===== src/rtl/core/tws_pkg.sv =====
// Package with the types and constants of the three-wire serial master.
package tws_pkg;

	localparam int FIELD_BITS = 8;
	localparam int CNT_W = 5;
	localparam int QUEUE_DEPTH = 2;

	localparam logic [FIELD_BITS-1:0] CMD_WRITE_MASK = 8'hFE;
	localparam logic [FIELD_BITS-1:0] CMD_READ_BIT = 8'h01;
	localparam logic [CNT_W-1:0] CMD_BITS = CNT_W'(FIELD_BITS);
	localparam logic [CNT_W-1:0] TOTAL_BITS = CNT_W'(2 * FIELD_BITS);

	typedef enum logic {
		OP_WRITE = 1'b0,
		OP_READ = 1'b1
	} op_t;

	typedef struct packed {
		logic start_req;
		op_t op;
		logic [FIELD_BITS-1:0] command_byte;
		logic [FIELD_BITS-1:0] write_data;
		logic line_in;
	} tws_item_t;

	typedef struct packed {
		logic chip_enable;
		logic serial_clock;
		logic line_out;
		logic line_drive;
		logic busy_res;
		logic done_res;
		logic [FIELD_BITS-1:0] read_result;
	} tws_result_t;

endpackage


===== src/rtl/core/tws_front.sv =====
// Front part: accepts items, forces the direction bit and queues them.
module tws_front (
	input logic clk,
	input logic arst_n,
	input logic item_valid,
	output logic item_ready,
	input logic start_req,
	input logic op,
	input logic [tws_pkg::FIELD_BITS-1:0] command_byte,
	input logic [tws_pkg::FIELD_BITS-1:0] write_data,
	input logic line_in,
	output logic q_valid,
	input logic q_pop,
	output tws_pkg::tws_item_t q_item
);

	tws_pkg::tws_item_t slot_q [tws_pkg::QUEUE_DEPTH];
	logic wr_ptr_q;
	logic rd_ptr_q;
	logic [1:0] count_q;
	tws_pkg::tws_item_t cls_item;
	logic push;
	logic pop;

	always_comb begin
		cls_item.start_req = start_req;
		cls_item.op = tws_pkg::op_t'(op);
		cls_item.write_data = write_data;
		cls_item.line_in = line_in;
		if (tws_pkg::op_t'(op) == tws_pkg::OP_READ) begin
			cls_item.command_byte = command_byte | tws_pkg::CMD_READ_BIT;
		end else begin
			cls_item.command_byte = command_byte & tws_pkg::CMD_WRITE_MASK;
		end
	end

	assign item_ready = (count_q != 2'(tws_pkg::QUEUE_DEPTH));
	assign push = item_valid && item_ready;
	assign q_valid = (count_q != 2'd0);
	assign pop = q_pop && q_valid;
	assign q_item = slot_q[rd_ptr_q];

	always_ff @(posedge clk) begin
		if (push) begin
			slot_q[wr_ptr_q] <= cls_item;
		end
	end

	always_ff @(posedge clk or negedge arst_n) begin
		if (!arst_n) begin
			wr_ptr_q <= 1'b0;
			rd_ptr_q <= 1'b0;
			count_q <= 2'd0;
		end else begin
			if (push) begin
				wr_ptr_q <= ~wr_ptr_q;
			end
			if (pop) begin
				rd_ptr_q <= ~rd_ptr_q;
			end
			count_q <= count_q + 2'(push) - 2'(pop);
		end
	end

endmodule


===== src/rtl/core/tws_back.sv =====
// Back part: runs one half-bit tick per queued item and holds the result.
module tws_back (
	input logic clk,
	input logic arst_n,
	input logic q_valid,
	output logic q_pop,
	input tws_pkg::tws_item_t q_item,
	output logic res_valid,
	input logic res_ready,
	output tws_pkg::tws_result_t res
);

	logic active_q;
	logic reading_q;
	logic [tws_pkg::CNT_W-1:0] cnt_q;
	logic clock_high_q;
	logic [tws_pkg::FIELD_BITS-1:0] cmd_sh_q;
	logic [tws_pkg::FIELD_BITS-1:0] data_sh_q;
	logic [tws_pkg::FIELD_BITS-1:0] hold_q;
	logic res_valid_q;
	tws_pkg::tws_result_t res_q;

	logic active_n;
	logic reading_n;
	logic [tws_pkg::CNT_W-1:0] cnt_n;
	logic clock_high_n;
	logic [tws_pkg::FIELD_BITS-1:0] cmd_sh_n;
	logic [tws_pkg::FIELD_BITS-1:0] data_sh_n;
	logic [tws_pkg::FIELD_BITS-1:0] hold_n;
	tws_pkg::tws_result_t res_n;

	assign q_pop = q_valid && (!res_valid_q || res_ready);
	assign res_valid = res_valid_q;
	assign res = res_q;

	always_comb begin
		active_n = active_q;
		reading_n = reading_q;
		cnt_n = cnt_q;
		clock_high_n = clock_high_q;
		cmd_sh_n = cmd_sh_q;
		data_sh_n = data_sh_q;
		hold_n = hold_q;
		res_n.done_res = 1'b0;
		if (!active_q) begin
			if (q_item.start_req) begin
				active_n = 1'b1;
				reading_n = (q_item.op == tws_pkg::OP_READ);
				cnt_n = '0;
				clock_high_n = 1'b0;
				cmd_sh_n = q_item.command_byte;
				data_sh_n = (q_item.op == tws_pkg::OP_READ) ? '0 : q_item.write_data;
			end
		end else if (!clock_high_q) begin
			if (reading_q && cnt_q >= tws_pkg::CMD_BITS) begin
				data_sh_n = {q_item.line_in, data_sh_q[tws_pkg::FIELD_BITS-1:1]};
			end
			clock_high_n = 1'b1;
		end else begin
			clock_high_n = 1'b0;
			if (cnt_q < tws_pkg::CMD_BITS) begin
				cmd_sh_n = cmd_sh_q >> 1;
			end else if (!reading_q) begin
				data_sh_n = data_sh_q >> 1;
			end
			cnt_n = cnt_q + 1'b1;
			if (cnt_n >= tws_pkg::TOTAL_BITS) begin
				active_n = 1'b0;
				res_n.done_res = 1'b1;
				cnt_n = '0;
				if (reading_q) begin
					hold_n = data_sh_n;
				end
			end
		end

		res_n.line_out = 1'b0;
		res_n.line_drive = 1'b0;
		if (active_n) begin
			if (cnt_n < tws_pkg::CMD_BITS) begin
				res_n.line_out = cmd_sh_n[0];
				res_n.line_drive = 1'b1;
			end else if (!reading_n) begin
				res_n.line_out = data_sh_n[0];
				res_n.line_drive = 1'b1;
			end else begin
				res_n.line_out = 1'b1;
			end
		end
		res_n.chip_enable = active_n;
		res_n.busy_res = active_n;
		res_n.serial_clock = active_n && clock_high_n;
		res_n.read_result = hold_n;
	end

	always_ff @(posedge clk) begin
		if (q_pop) begin
			res_q <= res_n;
		end
	end

	always_ff @(posedge clk or negedge arst_n) begin
		if (!arst_n) begin
			active_q <= 1'b0;
			reading_q <= 1'b0;
			cnt_q <= '0;
			clock_high_q <= 1'b0;
			cmd_sh_q <= '0;
			data_sh_q <= '0;
			hold_q <= '0;
			res_valid_q <= 1'b0;
		end else begin
			if (q_pop) begin
				active_q <= active_n;
				reading_q <= reading_n;
				cnt_q <= cnt_n;
				clock_high_q <= clock_high_n;
				cmd_sh_q <= cmd_sh_n;
				data_sh_q <= data_sh_n;
				hold_q <= hold_n;
				res_valid_q <= 1'b1;
			end else if (res_ready) begin
				res_valid_q <= 1'b0;
			end
		end
	end

endmodule


===== src/rtl/core/three_wire_serial_master.sv =====
// Top level of the three-wire serial master: front queue and tick engine.
// Each item is one half-bit tick; one item is taken and one result given per cycle while results are taken.
// An accepted item is stored in the two-entry queue and then registered in the result register.
// The tick engine's state register advances only when an item is popped from the queue.
// A transfer spans 4*FIELD_BITS+1 items, the start item included.
// Reset is asynchronous and clears the queue, the transfer state and the read byte.
module three_wire_serial_master (
	input logic clk,
	input logic arst_n,
	input logic item_valid,
	output logic item_ready,
	input logic start_req,
	input logic op,
	input logic [tws_pkg::FIELD_BITS-1:0] command_byte,
	input logic [tws_pkg::FIELD_BITS-1:0] write_data,
	input logic line_in,
	output logic result_valid,
	input logic result_ready,
	output logic chip_enable,
	output logic serial_clock,
	output logic line_out,
	output logic line_drive,
	output logic busy_res,
	output logic done_res,
	output logic [tws_pkg::FIELD_BITS-1:0] read_result
);

	logic q_valid;
	logic q_pop;
	tws_pkg::tws_item_t q_item;
	tws_pkg::tws_result_t res;

	tws_front u_front (
		.clk(clk),
		.arst_n(arst_n),
		.item_valid(item_valid),
		.item_ready(item_ready),
		.start_req(start_req),
		.op(op),
		.command_byte(command_byte),
		.write_data(write_data),
		.line_in(line_in),
		.q_valid(q_valid),
		.q_pop(q_pop),
		.q_item(q_item)
	);

	tws_back u_back (
		.clk(clk),
		.arst_n(arst_n),
		.q_valid(q_valid),
		.q_pop(q_pop),
		.q_item(q_item),
		.res_valid(result_valid),
		.res_ready(result_ready),
		.res(res)
	);

	assign chip_enable = res.chip_enable;
	assign serial_clock = res.serial_clock;
	assign line_out = res.line_out;
	assign line_drive = res.line_drive;
	assign busy_res = res.busy_res;
	assign done_res = res.done_res;
	assign read_result = res.read_result;

endmodule


===== config.mk =====
export PLATFORM = sky130hd
export DESIGN_NAME = three_wire_serial_master
export DESIGN_NICKNAME = d
export VERILOG_FILES = /design/src/rtl/core/tws_pkg.sv /design/src/rtl/core/tws_front.sv /design/src/rtl/core/tws_back.sv /design/src/rtl/core/three_wire_serial_master.sv
export SDC_FILE = /design/constraint.sdc
export NUM_CORES = 1
export LEC_CHECK = 0
export BUFFER_PORTS_ARGS = -buffer_cell sky130_fd_sc_hd__buf_2
export CORE_UTILIZATION = 45
export DETAILED_ROUTE_END_ITERATION = 12
export GPL_TIMING_DRIVEN = 0
export SETUP_SLACK_MARGIN = 0.5
export SLEW_MARGIN = 30
export SYNTH_ARGS = -nofsm -noshare
export SYNTH_HDL_FRONTEND = slang
export SYNTH_SLANG_ARGS = --single-unit

===== constraint.sdc =====
create_clock -name clk -period 2.4 [get_ports clk]
set_input_delay 0.12 -clock clk [delete_from_list [all_inputs] [get_ports clk]]
set_output_delay 0.12 -clock clk [all_outputs]
set_load 0.005 [all_outputs]

==> flow_summary.yaml, run 1 <==
outcome:
  outcome: "finished, final reports clean"
logic_synthesis:
  yosys.area.top_type: "edfxtp_1"
  netlist_instances: 280
  ys_ff_latch: 86
  synthTopCellsByArea: "edfxtp_1 (39%), dfrtp_1 (25%), mux2_2 (5.4%)"
  yosys.area.top_type_share_pct: 39.3
  syn_area_per_cell_um2: 13.4
  ys_seq_area_share_pct: 64.1
  syn_area_um2: 3740
  yosysUniqueCellTypes: 50
  synth-edff-count: 49
  synthArstFlopShare_pct: 43.0
  yosys_warnings: 0
  synth_nets: 306
  synthFlopType: "edfxtp_1"
layout:
  nFillCells: 665
  layout_commonest_cell: "edfxtp_1"
  drive_gt1_share_pct: 31.0
  final_util_pct: 58.2
  num_antenna_cells: 0
  area_growth_pct: 22.7
  layout_common_cells: "edfxtp_1 (49), buf_2 (44), dfrtp_1 (37), nand2_1 (28), o21ai_0 (23)"
  nets: 379
  post-route-cell-area_um2: 4590
placed_design:
  place_hpwl_mm: 4.34
  placed_area_um2: 4070
  place.gp.congestion: 0.761
  port_buffers: 37
  dp_slack_ns: 0.280
die:
  coreArea_um2: 7890
  dieArea_um2: 8690
  die_y_um: 93.2
  row_count: 32
  die_w_um: 93.2
  io_pins: 39
  start_util_pct: 47.4
route:
  drc_errors: 0
  firstDrtPassIters: 4
  drt_wl_total_mm: 6.72
  ant_nets: 0
  drt_iter0_markers: 106
  post_drt_wl_per_cell_um: 14.6
  via_per_inst: 5.14
  vias: 2363
timing:
  clock_skew_ns: 0.0156
  tightest_slew_ns: 0.869
  drv_slew: 0
  fin_ws_ns: 0.421
  clock.fmax_mhz: 505
  slew_headroom_pct: 42.1
  finalHoldViolations: 0
  min_period_ns: 1.98
  setup_viol: 0
  finalSetupTns_ns: 0
  rsz0062_at_grt: "yes"
  finalCritPeriodShare_pct: 82.4
worst_setup_path:
  slowest_stage: "or3b_4"
  startpoint_type: "flop"
  cpPeakStageDelay_ns: 0.40
  arrival_ns: 2.09
  critPathTopFamily: "compound AO/OA/AOI/OAI gates"
  crit_fanout: 4
  critical_path_class: "reg2reg"
  end_kind: "flop"
  worstPathCellList: "buf_6 > or3b_4 > a21o_4 > a2111oi_4 > o221ai_2 > o211a_1"
  path_buf_inv: 1
  worstPathRequired_ns: 2.51
pwr:
  peakVddDrop_mv: 0.590
  pwr_density_cell_nw_per_um2: 1140
  p_total_mw: 5.24
  p_leak_nw: 1.93
clock_network:
  cts_tree: "built"
  numCtsBuffers: 9
  clock_sinks: 86
  cts_max_level: 3
  cts_buffer_depth: 2
  cts_root_buf: "clkbuf_8"
  clkTransAtPathRegs_ns: 0.10
  clock_latency_ns: 0.36
global_route:
  grt_pass1_wl_mm: 11.4
  grt_pass1_vias: 2367
  grt_antenna_before_repair: 0
  grt_usage_pct: 17.5
  grt_max_degree: 38
  grt_overflow: 0
hold_path:
  hold_class: "in2reg"
job:
  maxCapViolCount: 0
==> worst reg2reg max path, cell delays in order (launching register included) <==
cell	delay, ns
dfrtp_1	0.38
buf_6	0.13
or3b_4	0.40
a21o_4	0.22
a2111oi_4	0.32
o221ai_2	0.14
o211a_1	0.15
==> where the power goes <==
group          leakage (nW)  total, mW  switching (mW)  internal, mW
clock                 0.102       1.04           0.531         0.506
combinational         0.886       1.95            1.09         0.854
sequential            0.940       2.26           0.202          2.05
==> cells in the mapped netlist (2+ instances only) <==
cell / count
a21oi_1: 9
a22o_1: 9
buf_2: 7
clkbuf_1: 4
dfrtp_1: 37
edfxtp_1: 49
ha_1: 3
inv_1: 5
mux2_2: 18
mux2i_1: 19
nand2_1: 29
nand2b_1: 3
nand3_1: 3
nand3b_1: 3
nor2_1: 13
nor2b_1: 2
o211a_1: 2
o21a_1: 2
o21ai_0: 24
o31ai_1: 3
or2_2: 3
xnor2_1: 5
==> through the flow <==
step                std cells  hold slack, ns
floorplan                 280          -0.176
global placement          419           0.278
detailed placement        420           0.270
CTS                       459          0.0728
global route              460          0.0909
finish                    460          0.0773
==> flip-flops by register name, summed over array words and instances (netlist names), named ones only <==
signal               count
u_front.slot_q          36
u_back.res              13
u_back.cmd_sh_q          8
u_back.hold_q            8
u_back.data_sh_q         7
u_back.cnt_q             5
u_front.count_q          2
u_back.active_q          1
u_back.clock_high_q      1
u_back.reading_q         1
u_back.res_valid         1
u_front.rd_ptr_q         1
u_front.wr_ptr_q         1
==> logic make-up (layout without fill, tap and decap cells) <==
logic type	Yosys count	in the layout	synth area share (%)
and+or+nand+nor	67	67	8.96
muxes	37	37	10.5
xor gates and xnor gates	6	6	1.40
buffers and inverters	20	98	2.57
AOI/OAI and AO/OA	61	61	11.5
DFF	86	86	64.1
adders and majority gates	3	3	1.00
==> repair_timing <==
item | CTS | global route
setup endpoints to repair | 36 | 33
endpoints found under the hold margin | 73 | 0
cloned | 1 | 0
gates resized for setup | 12 | 10
setup buffers | 3 | 1
pin swaps | 1 | 3
hold buffers | 19 | 0
==> final cells by class <==
cell class / instances / area, µm² / share of cell area [%]
Clock buffer: 11 / 174 / 3.79
Clock inverter: 5 / 37.5 / 0.817
Inverter: 6 / 27.5 / 0.599
Multi-Input combinational cell: 174 / 1320 / 28.8
Timing Repair Buffer: 61 / 417 / 9.07
Sequential cell: 86 / 2400 / 52.2
Tap cell: 102 / 128 / 2.78
Timing Repair inverter: 1 / 5.00 / 0.109
Buffer: 14 / 82.6 / 1.80
==> path summary, 6_finish.rpt <==
check	slack, ns	to	start	cells after the start
min	0.08	u_back.res_valid	result_ready	3
min in group asynchronous	0.38	u_back.cnt_q[0]	arst_n	2
max in group asynchronous	1.48	u_back.cmd_sh_q[7]	arst_n	2
max reg2reg	0.42	u_back.res[11]	u_front.rd_ptr_q	6
min reg2reg	0.50	u_back.cmd_sh_q[4]	u_back.cmd_sh_q[4]	2
max	0.42	u_back.res[11]	u_front.rd_ptr_q	6
==> layer usage <==
metal  track usage [%]  up-vias  part of all wire [%]
li1                  -     1172                     -
met1              22.6     1126                    46
met2              28.8       57                    48
met3              4.15        8                   4.7
met4              6.15        0                   1.2
met5                 0        -                     0
Power figures use the tool's default switching activity.
==> inputs of run 2 (changes only) <==
- PLACE_DENSITY: default -> 0.66
- clock period: 2.4 -> 1.7 ns (I/O delays scaled with it)
==> run 2 against run 1 <==
The run now ends with setup timing left. Sequential share of layout area is 4.5 points lower. Global-route usage is 1.4 points higher. First-iteration DRC count is 10% higher. Largest power group is now combinational logic. Clock-buffer cell count is 1 lower. Total power is 58% higher. Clock power is 28% higher. Largest cell class unchanged. Flip-flop and latch count stayed put.
==> flow_summary.yaml, run 2 (synthesized netlist as in run 1, its figures left out) <==
clock_network:
  cts_buffer_depth: 2
  clkTransAtPathRegs_ns: 0.09
  cts_max_level: 3
  cts_tree: "built"
  clock_latency_ns: 0.36
  cts_root_buf: "clkbuf_8"
  clock_sinks: 86
  numCtsBuffers: 9
timing:
  tightest_slew_ns: 0.835
  clock_skew_ns: 0.00934
  slew_headroom_pct: 44.3
  fin_ws_ns: -0.219
  drv_slew: 0
  rsz0062_at_grt: "yes"
  finalCritPeriodShare_pct: 113
  holdWs_ns: 0.0360
  setup_viol: 23
  min_period_ns: 1.92
  clock.fmax_mhz: 521
  finalHoldViolations: 0
route:
  via_per_inst: 5.13
  drc_errors: 0
  vias: 2474
  firstDrtPassIters: 4
  post_drt_wl_per_cell_um: 15.3
  drt_iter0_markers: 117
  ant_nets: 0
  drt_wl_total_mm: 7.37
pwr:
  switching_share_pct: 36.0
  p_int_mw: 5.30
  power_frac_seq_pct: 39.2
  pwr_density_cell_nw_per_um2: 1650
  p_switching_mw: 2.98
  p_leak_nw: 2.10
  comb_power_share_pct: 44.8
  peakVddDrop_mv: 0.870
  clkPwrFrac_pct: 16.1
  p_total_mw: 8.28
worst_setup_path:
  worstPathCellList: "buf_6 > buf_4 > mux2i_4 > and2b_4 > o21a_1 > or2_4 > o211a_1"
  crit_fanout: 6
  rrSetupSlack_ns: -0.22
  startpoint_type: "flop"
  cpPeakStageDelay_ns: 0.38
  rr_startpoint: "u_front.rd_ptr_q"
  arrival_ns: 2.04
  critical_path_class: "reg2reg"
  end_kind: "flop"
  crit_path_start: "u_front.rd_ptr_q"
  worstPathRequired_ns: 1.82
  slowest_stage: "dfrtp_1"
  r2r-end: "u_back.res[11]"
  reg2reg_depth: 7
hold_path:
  min_from: "result_ready"
  hold_depth: 3
  hold_class: "in2reg"
  hold_end: "u_back.res_valid"
global_route:
  grt_overflow: 0
  grt_antenna_before_repair: 0
  grt_max_degree: 38
  grt_usage_pct: 18.9
  grt_pass1_wl_mm: 12.2
  grt_pass1_vias: 2506
job:
  maxCapViolCount: 0
die:
  io_pins: 39
  die_y_um: 93.2
  die_w_um: 93.2
  dieArea_um2: 8690
  start_util_pct: 47.4
  coreArea_um2: 7890
  row_count: 32
placed_design:
  dp_slack_ns: -0.451
  place_hpwl_mm: 4.28
  port_buffers: 37
  dp.cells: 419
  place.gp.congestion: 0.746
layout:
  nFillCells: 581
  layout_commonest_cell: "edfxtp_1"
  largest_register_ffs: 36
  area_growth_pct: 34.2
  final_cells: 482
  drive_gt1_share_pct: 40.5
  num_antenna_cells: 0
  layout_common_cells: "edfxtp_1 (49), buf_2 (40), dfrtp_1 (37), nand2_1 (26), dlygate4sd3_1 (19)"
  largest_register: "u_front.slot_q"
  final_util_pct: 63.7
  nets: 401
outcome:
  violations: "setup timing"
  outcome: "complete, but fails checks"
[run 2: cell count changes in the layout (fill, tap and decap cells not counted), sizes merged]
cell    before  now
buf         52   72
and3         1    4
inv          6    7
clkbuf      15   13
[run 2: cell type report]
| cell class | instances | area [µm²] | share of cell area [%] |
|---|---|---|---|
| Sequential cell | 86 | 2400 | 47.7 |
| Multi-Input combinational cell | 177 | 1540 | 30.6 |
| Timing Repair Buffer | 80 | 613 | 12.2 |
| Clock buffer | 10 | 138 | 2.74 |
| Buffer | 14 | 128 | 2.54 |
| Tap cell | 102 | 128 | 2.54 |
| Clock inverter | 6 | 43.8 | 0.872 |
| Inverter | 6 | 30.0 | 0.598 |
| Timing Repair inverter | 1 | 8.76 | 0.174 |
[run 2: repair_timing]
item,CTS,global route
hold buffers,19,0
endpoints found under the setup margin,97,98
endpoints found under the hold margin,73,0
setup buffers,16,8
pin swaps,15,22
resized for setup,37,36
gates cloned,4,0
[run 2: power by group through the flow]
stage / clock network (mW) / logic [mW] / registers (mW)
finish: 1.33 / 3.71 / 3.24
global route: 1.44 / 4.06 / 3.31
CTS: 1.35 / 3.33 / 3.23
detailed placement: 0 / 2.69 / 3.24
global placement: 0 / 2.62 / 3.21
floorplan: 0 / 2.03 / 3.19
[run 2: through the flow]
step | setup TNS [ns] | instance area (µm²)
global placement | -4.76 | 4160
CTS | -3.28 | 4860
floorplan | -0.184 | 3850
detailed placement | -5.82 | 4160
global route | -3.33 | 5020
finish | -1.82 | 5020
[run 2: routing by layer]
layer,vias to the layer above,routed length [µm],GRT usage (%)
met5,-,0,0
met4,0,165,8.21
met3,14,216,4.07
met2,45,3570,31.2
met1,1185,3420,24.1
li1,1230,-,-
[run 2: worst max-delay path, delay by kind of cell, from the launching register on]
| family | cells | cell delay (ns) |
|---|---|---|
| and+or+nand+nor | 2 | 0.46 |
| AOI/OAI and AO/OA | 2 | 0.40 |
| DFF | 1 | 0.38 |
| buffers and inverters | 2 | 0.25 |
| muxes | 1 | 0.20 |
[run 2: how the worst max path moves through the flow]
stage	to	slack, ns
floorplan	u_back.res[11]	-0.18
global placement	u_back.res[11]	-0.38
detailed placement	u_back.res[11]	-0.45
CTS	u_back.res[11]	-0.28
global route	u_back.res[11]	-0.27
finish	u_back.res[11]	-0.22
==> inputs of run 3 (changes only) <==
==> constraint.sdc (replaced) <==
create_clock -name clk -period 1.7 [get_ports clk]
set_input_delay 0.085 -clock clk [delete_from_list [all_inputs] [get_ports clk]]
set_output_delay 0.085 -clock clk [all_outputs]
set_load 0.05 [all_outputs]
==> run 3 against run 2 <==
The flow still finishes with violations (setup timing). Critical path depth increased by 2. Critical endpoint unchanged. Sequential share of layout area down 1.0 points. Highest routed layer unchanged. Cell count grew 1.0%. Clock power up 8%. Hold slack gained 0.00052 ns. Non-clock buffer count up 5. Register-to-register slack barely moved. Routed wire length increased by 2.3%. Total power up 9.2%. Fmax decreased by 0.73%. Flip-flop and latch count unchanged. Largest cell class unchanged.
==> flow_summary.yaml, run 3 (synthesized netlist as in run 1, its figures left out) <==
layout:
  seqCellArea_um2: 2400
  drive_gt1_share_pct: 42.9
  multi_input_area_um2: 1570
  area_growth_pct: 37.2
  num_antenna_cells: 0
  final_cells: 487
  largest_register: "u_front.slot_q"
  largest_register_ffs: 36
  nets: 406
  nFillCells: 599
  layout_commonest_cell: "edfxtp_1"
  layout_common_cells: "edfxtp_1 (49), buf_2 (36), dfrtp_1 (36), buf_4 (25), nand2_1 (24)"
route:
  via_per_inst: 5.15
  drc_errors: 0
  vias: 2507
  firstDrtPassIters: 4
  post_drt_wl_per_cell_um: 15.5
  drt_iter0_markers: 89
  ant_nets: 0
  drt_wl_total_mm: 7.55
die:
  die_w_um: 93.2
  row_count: 32
  die_y_um: 93.2
  coreArea_um2: 7890
  start_util_pct: 47.4
  io_pins: 39
  dieArea_um2: 8690
job:
  maxCapViolCount: 0
hold_path:
  hold_depth: 3
  min_from: "result_ready"
  hold_class: "in2reg"
pwr:
  p_leak_nw: 2.17
  peakVddDrop_mv: 0.894
  pwr_density_cell_nw_per_um2: 1760
worst_setup_path:
  arrival_ns: 2.06
  end_kind: "flop"
  reg2reg_depth: 9
  rr_startpoint: "u_front.rd_ptr_q"
  crit_fanout: 5
  startpoint_type: "flop"
  critical_path_class: "reg2reg"
  worstPathRequired_ns: 1.82
  crit_path_start: "u_front.rd_ptr_q"
global_route:
  grt_pass1_wl_mm: 12.3
  grt_antenna_before_repair: 0
  grt_usage_pct: 19.0
  grt_max_degree: 38
  grt_pass1_vias: 2571
  grt_overflow: 0
timing:
  holdWs_ns: 0.0366
  min_period_ns: 1.93
  slew_headroom_pct: 43.8
  fin_ws_ns: -0.233
  rsz0062_at_grt: "yes"
  finalSetupTns_ns: -2.91
  finalCritPeriodShare_pct: 114
  setup_viol: 27
  clock_skew_ns: 0.0122
  finalHoldViolations: 0
  clock.fmax_mhz: 517
  drv_slew: 0
  tightest_slew_ns: 0.843
placed_design:
  place_hpwl_mm: 4.30
  place.gp.congestion: 0.748
  dp.cells: 419
  port_buffers: 37
  dp_slack_ns: -0.394
outcome:
  violations: "setup timing"
  outcome: "complete, but fails checks"
clock_network:
  clock_sinks: 86
  cts_tree: "built"
  cts_max_level: 3
  cts_root_buf: "clkbuf_8"
  clkTransAtPathRegs_ns: 0.09
  cts_buffer_depth: 2
  numCtsBuffers: 9
  clock_latency_ns: 0.37
-- run 3: final timing paths --
path / slack, ns / end
min: 0.04 / u_back.res_valid
max reg2reg: -0.23 / u_back.res[11]
min reg2reg: 0.50 / u_back.cmd_sh_q[3]
min in group asynchronous: 0.35 / u_back.cmd_sh_q[4]
max: -0.23 / u_back.res[11]
max in group asynchronous: 0.76 / u_back.res_valid
-- run 3: report_power, final --
part	leakage (nW)	internal (mW)	total, mW	switching [mW]
Clock	0.104	0.681	1.44	0.763
Combinational	1.12	1.92	4.34	2.42
Sequential	0.940	2.90	3.25	0.351
Total	2.17	5.50	9.03	3.54
-- run 3: routing by layer --
layer	routed length, µm	share of wire, %	global-route usage, %
met3	240	3.2	3.74
met4	259	3.4	10.3
met5	0	0	0
met1	3370	45	23.1
met2	3680	49	31.9
-- run 3: through the flow --
step | util [%] | power (mW) | cell area, µm²
final | 65.1 | 9.03 | 5140
after global routing | 65.1 | 9.53 | 5140
after CTS | 63.2 | 8.75 | 4980
after detailed placement | 52.9 | 6.43 | 4170
after global placement | 52.9 | 6.33 | 4170
after floorplan | - | 5.73 | 3860
-- run 3: cell type report --
class                           count  share of cell area [%]
Timing Repair inverter              1                   0.171
Buffer                             14                    2.78
Clock inverter                      5                   0.974
Tap cell                          102                    2.48
Multi-Input combinational cell    177                    30.6
Inverter                            6                   0.536
Sequential cell                    86                    46.7
Timing Repair Buffer               85                    12.5
Clock buffer                       11                    3.17
-- run 3: critical path: stages, from the launching register on --
cell and delay, ns:
dfrtp_1 0.38, buf_6 0.12, buf_4 0.13, mux2i_4 0.20, buf_4 0.15, or2_4 0.22, clkbuf_8 0.13, nand2_1 0.07
o21ai_2 0.07, o211a_1 0.23
-- run 3: what timing repair did --
action,in CTS,in global routing
setup buffers,22,7
hold buffers,19,0
endpoints found under the setup margin,98,97
gates cloned,4,0
hold endpoints to repair,73,0
pin swaps,23,9
resized for setup,59,28
